## src/hw/rtl/sit_pkg.sv

```systemverilog
// Shared types and widths for the segment intersection test.
// Used by sit_orient and segment_intersection_test; depends on nothing.
`default_nettype none

package sit_pkg;

  localparam int COORD_BITS = 16;
  localparam int DIFF_BITS  = COORD_BITS + 1;
  localparam int PROD_BITS  = 2 * DIFF_BITS;
  localparam int CROSS_BITS = PROD_BITS + 1;

  // Latency of the orientation unit in register stages
  localparam int ORIENT_STAGES = 3;

  typedef logic signed [COORD_BITS-1:0] coord_t;
  typedef logic signed [DIFF_BITS-1:0]  diff_t;
  typedef logic signed [PROD_BITS-1:0]  prod_t;
  typedef logic signed [CROSS_BITS-1:0] cross_t;

  // Sign of a cross product; both low means zero
  typedef struct packed {
    logic pos;
    logic neg;
  } sit_sign_t;

  // Point and box relations found in the first stage
  typedef struct packed {
    logic meet_pt;  // some endpoint of one segment equals one of the other
    logic p_zero;   // first segment has zero length
    logic q_zero;   // second segment has zero length
    logic p1_in_q;  // first start lies in the box of the second segment
    logic p2_in_q;
    logic q1_in_p;  // second start lies in the box of the first segment
    logic q2_in_p;
  } sit_flags_t;

endpackage

`default_nettype wire

```

## src/hw/rtl/sit_orient.sv

```systemverilog
// Pipelined orientation sign of cross(b - a, c - a): differences, products, sign.
// Depends on sit_pkg.
`default_nettype none

module sit_orient
  import sit_pkg::*;
(
  input  wire logic      clk,
  input  wire coord_t    a_x,
  input  wire coord_t    a_y,
  input  wire coord_t    b_x,
  input  wire coord_t    b_y,
  input  wire coord_t    c_x,
  input  wire coord_t    c_y,
  output sit_sign_t      sign_out
);

  diff_t     ux_r, uy_r, vx_r, vy_r;
  diff_t     ux_nxt, uy_nxt, vx_nxt, vy_nxt;
  prod_t     p0_r, p1_r, p0_nxt, p1_nxt;
  cross_t    cross_sum;
  sit_sign_t sign_r, sign_nxt;

  always_comb begin
    ux_nxt = DIFF_BITS'(b_x) - DIFF_BITS'(a_x);
    uy_nxt = DIFF_BITS'(b_y) - DIFF_BITS'(a_y);
    vx_nxt = DIFF_BITS'(c_x) - DIFF_BITS'(a_x);
    vy_nxt = DIFF_BITS'(c_y) - DIFF_BITS'(a_y);
    p0_nxt = ux_r * vy_r;
    p1_nxt = uy_r * vx_r;
    cross_sum    = CROSS_BITS'(p0_r) - CROSS_BITS'(p1_r);
    sign_nxt.neg = cross_sum[CROSS_BITS-1];
    sign_nxt.pos = !cross_sum[CROSS_BITS-1] && (cross_sum != '0);
  end

  always_ff @(posedge clk) begin
    ux_r   <= ux_nxt;
    uy_r   <= uy_nxt;
    vx_r   <= vx_nxt;
    vy_r   <= vy_nxt;
    p0_r   <= p0_nxt;
    p1_r   <= p1_nxt;
    sign_r <= sign_nxt;
  end

  assign sign_out = sign_r;

endmodule

`default_nettype wire

```

## config.mk

```make
export PLATFORM = sky130hd
export DESIGN_NAME = sit_orient
export DESIGN_NICKNAME = d
export VERILOG_FILES = /design/src/hw/rtl/sit_pkg.sv /design/src/hw/rtl/sit_orient.sv
export SDC_FILE = /design/constraint.sdc
export NUM_CORES = 2
export LEC_CHECK = 0
export ABC_AREA = 0
export BUFFER_PORTS_ARGS = -buffer_cell sky130_fd_sc_hd__buf_4
export CAP_MARGIN = 20
export CORE_MARGIN = 3
export CORE_UTILIZATION = 45
export CTS_CLUSTER_DIAMETER = 100
export DETAILED_ROUTE_END_ITERATION = 10
export SKIP_CTS_REPAIR_TIMING = 1
export SYNTH_ARGS = -nofsm -noshare
export SYNTH_HDL_FRONTEND = slang
export SYNTH_SLANG_ARGS = --single-unit
```

## constraint.sdc

```tcl
create_clock -name clk -period 7.45 [get_ports clk]
set_clock_uncertainty 0.05 [all_clocks]
set_input_delay 0.3725 -clock clk [delete_from_list [all_inputs] [get_ports clk]]
set_output_delay 0.3725 -clock clk [all_outputs]
set_load 0.02 [all_outputs]
```

After elaboration in Yosys (flattened, before gate mapping). Cells that the tools add are included. W data, S select, Z words.

Flip-flop bits (word level): 138. Input bits: 97. Output and inout bits: 2. Word-level logic and storage cells: 18.

$add $sub $neg: 5. Multiply operators: 2. Reduce and logical (&&, ||, !) cells: 3.

Operators by type and width (number): $mul A17 B17 Y34 (2); $sub A16 B16 Y17 (4); $reduce_bool A35 Y1 (1); $sub A34 B34 Y35 (1); $logic_and A1 B1 Y1 (1); $logic_not A1 Y1 (1).

Logic depth before layout (Yosys ltp).
Depth in word-level cells: 3. Gate-level depth with buffers: 26. Mapped depth without buffers: 24.

Worst setup path before layout. No wires, ideal clock.

Kind: register to register. Start: register vy_r[8]. End: register p0_r[33]. Setup time: 0.120 ns. Data arrival time: 6.284 ns. Data required time: 7.280 ns. Path slack: 0.996 ns. Cell stages (with the launch flop): 25. Buffers on the path: 2. Period minus slack after synthesis: 6.454 ns. Cells stage by stage: dfxtp_1 > clkbuf_1 > clkbuf_1 > nand2_1 > fa_1 > inv_1 > fa_1 > inv_1 > fa_1 > inv_1 > fa_1 > fa_1 > inv_1 > fa_1 > inv_1 > ha_1 > nand2_1 > or3_1 > o211ai_1 > a41oi_2 > a2111oi_2 > a41oi_1 > o31ai_1 > a21oi_1 > xnor2_1.

Cells in the longest elaborated chain, start to end: 1.

Ends and longest elaborated chain: start, declared (line sit_orient.sv:18) `diff_t ux_r, uy_r, vx_r, vy_r;`; start signal, assigned (line sit_orient.sv:40) `vy_r <= vy_nxt;`; $mul A17 B17 Y34 (line sit_orient.sv:29) `p0_nxt = ux_r * vy_r;`; net p0_nxt[33] (line sit_orient.sv:20) `prod_t p0_r, p1_r, p0_nxt, p1_nxt;`; end signal, assigned (line sit_orient.sv:41) `p0_r <= p0_nxt;`; end, declared (line sit_orient.sv:20).

The timed path passes the listed nets, and every way through them passes these cells.

Worst setup path in the final report.
Start: register vy_r[4]. End: register p0_r[30].

Same word-level chain as after synthesis.

==> impl_metrics.yaml <==
global_route:
  grt_antenna_before_repair: 6
  grt_pass1_wl_um: 124000
  grt.total_usage_pct: 23.2
  grt_pass1_vias: 23721
  overflow: 0
  grt_max_degree: 18
setup_path:
  r2r_slack_ns: 0.43
  cp_slowest_stage_delay_ns: 0.76
  cp.arrival_ns: 7.34
  cp_cell_sequence: "nand2_1 > fa_1 > fa_1 > fa_1 > fa_1 > inv_1 > fa_1 > inv_1 > fa_1 > inv_1 > ha_1 > a21o_1 > a21o_1 > a21oi_1 > nor3b_1 > a2111oi_1 > buf_4 > o41a_1 > a41o_1 > a21o_1 > a21oi_1 > xnor2_1"
  critPathMaxFanout: 17
  cpMaxStageDelayCell: "dfxtp_1"
  crit_path_frequent_cell: "fa_1"
  setup.worst_path.start_class: "flop"
  cp.required_ns: 7.77
  path_class: "flop to flop"
  endpoint_kind: "flop"
  r2r_cells: 22
clock_network:
  cts_tree: "yes"
  clk_latency_ns: 0.45
  numCtsBuffers: 17
  cts.sinks: 138
  clk_pin_slew_ns: 0.07
  clock_path_buffers: 2
  clock-root-buffer: "clkbuf_16"
  h-tree-depth: 4
yosys:
  synth_flop_cell: "dfxtp_1"
  async_flop_share_pct: 0
  ys_seq_elements: 138
  synth-edff-count: 0
  netlist_area_sq_mm: 0.0293
  ys_warn_count: 0
  syn_area_per_cell_sq_um: 9.07
  synthDistinctLibCells: 73
  synth_cells: 3226
  synth_seq_area_share_pct: 9.44
  syn_nets: 4188
detailed_routing:
  antenna_left: 0
  first_pass_iters: 5
  vias_per_cell: 5.20
  drc_errors: 0
  post_drt_wl_per_cell_um: 17.9
  drt_iter0_drc: 1296
  route.vias.total: 21646
  finalWirelength_um: 74700
floorplanning:
  die_area_sq_mm: 0.0681
  ioPinCount: 99
  row_count: 92
  initial_core_util_pct: 46.0
  die_x_um: 261
  placeableCoreArea_sq_mm: 0.0637
  die-height_um: 261
finish:
  drive_above_1_share_pct: 5.91
  post-route-util_pct: 49.7
  areaGrowthSynthToFinish_pct: 8.19
  fill_cells: 6065
  final_cells: 4162
  layout.nets: 4264
timing:
  setup_slack_ns: 0.428
  worst_pin_slew_ns: 0.884
  slew_viol_final: 0
  setup_tns_ns: 0
  setup_viol: 0
  min_period_over_period_pct: 94.3
  period_minus_slack_ns: 7.02
  rsz0062_at_grt: "no"
  maxSlewHeadroom_pct: 41.0
  hold_violations: 0
  max_freq_mhz: 142
worst_hold_path:
  hold_path_depth: 3
  worstHoldPathType: "input port to flop"
placed_design:
  io_buffer_count: 98
  placed_cells: 4128
  pre_cts_slack_ns: 0.492
  dp_hpwl_um: 64700
  gp_congestion: 0.894
run_status:
  status: "complete, no violations"
flow_run:
  drv_cap: 0
## area by class of cell
class                   count  area (sq um)  area share (%)
diodes                      1          2.50         0.00791
repair buffers            140          1050            3.32
clock buffers              17           425            1.34
flip-flops and latches    138          2760            8.73
clock inverters            15           178           0.561
multi-input cells        2306         23600            74.4
well taps                 846          1060            3.34
inverters                 699          2620            8.29
## stage by stage
step                      cell area (sq um)  hold slack [ns]
after floorplan                       29300            0.453
after global placement                31000            0.627
after detailed placement              31000            0.628
after CTS                             31600            0.149
after global routing                  31700            0.167
final                                 31700            0.166
## placed cells by master (no fill, tap or decap), types with 5 or more instances in the layout
master / synthesis / final
buf_4: 0 / 139
nand2_1: 340 / 340
a21o_1: 36 / 36
inv_6: 0 / 5
a21oi_1: 88 / 88
nor3_1: 33 / 33
xnor2_1: 96 / 96
o21ai_0: 72 / 72
nand3_1: 32 / 32
o21bai_1: 13 / 13
dfxtp_1: 138 / 138
a211o_1: 5 / 5
nor2b_1: 22 / 22
a41o_1: 5 / 5
clkbuf_16: 0 / 17
ha_1: 268 / 268
nand2b_1: 23 / 23
a21boi_0: 20 / 20
inv_1: 699 / 699
or2_2: 6 / 6
xor2_1: 22 / 22
a31oi_1: 20 / 20
mux2i_1: 7 / 7
or3_1: 13 / 13
fa_1: 597 / 597
o21a_1: 19 / 19
a211oi_1: 12 / 12
o31ai_1: 7 / 7
and3_1: 15 / 15
and2_1: 300 / 300
o22ai_1: 10 / 10
nor2_1: 142 / 142
nand4_1: 8 / 8
## sequential cells by signal (all words and copies together), names as in the netlist
signal / flops
vy_r: 17
ux_r: 17
p1_r: 34
vx_r: 17
p0_r: 34
sign_out: 2
uy_r: 17
## kinds of logic after synthesis
logic type / share of synthesized area [%]
flops: 9.44
xor+xnor: 3.53
buf+inv: 10.1
compound gates: 8.19
fa+ha+maj: 52.3
simple gates: 16.2
mux: 0.278
## layer usage
metal  track usage (%)  wire length, um
met1              30.9            32300
met2              39.8            36200
met3              3.76             4270
met4              5.67             1860
met5                 0               26
## Yosys cell counts, drive strengths merged (3+ instances only)
library cell,n,area [sq um]
xor2,22,193
a31oi,20,125
inv,699,2620
and3,15,93.8
clkbuf,77,289
a211oi,13,103
o311ai,3,26.3
a2111oi,6,66.3
o21a,19,143
o21ai,78,402
nor3b,4,30.0
nand2,340,1280
nand3b,4,30.0
xnor2,96,841
a21oi,90,458
nand2b,23,144
a21boi,20,150
nor2b,23,151
dfxtp,138,2760
a41oi,3,33.8
nor2,142,533
a211o,5,43.8
fa,597,12000
nand4,8,50.1
ha,268,3350
o21bai,14,109
and2,300,1880
buf,6,28.8
o41ai,3,45.1
o2111ai,4,35.0
nor3,33,165
nand3,32,160
o211ai,5,42.5
a41o,5,50.1
o31ai,7,52.6
or2,8,50.1
a21o,36,270
or3,13,81.3
o22ai,10,62.6
mux2i,7,70.1
o31a,3,26.3
## worst paths after layout
path            endpoint  startpoint
max             p0_r[30]     vy_r[4]
min              uy_r[0]      a_y[0]
min reg2reg  sign_out[0]    p0_r[33]
max reg2reg     p0_r[30]     vy_r[4]
## critical path: cells and delay by family (launching register included)
kind	cells	cell delay, ns
DFF	1	0.76
and+or+nand+nor	2	0.50
AOI/OAI and AO/OA	8	1.77
adders and majority gates	7	3.41
xor gates and xnor gates	1	0.13
buffers and inverters	4	0.33
Power is not shown: default switching activity piles up to over one toggle a cycle in this logic, so the estimate is an artifact.
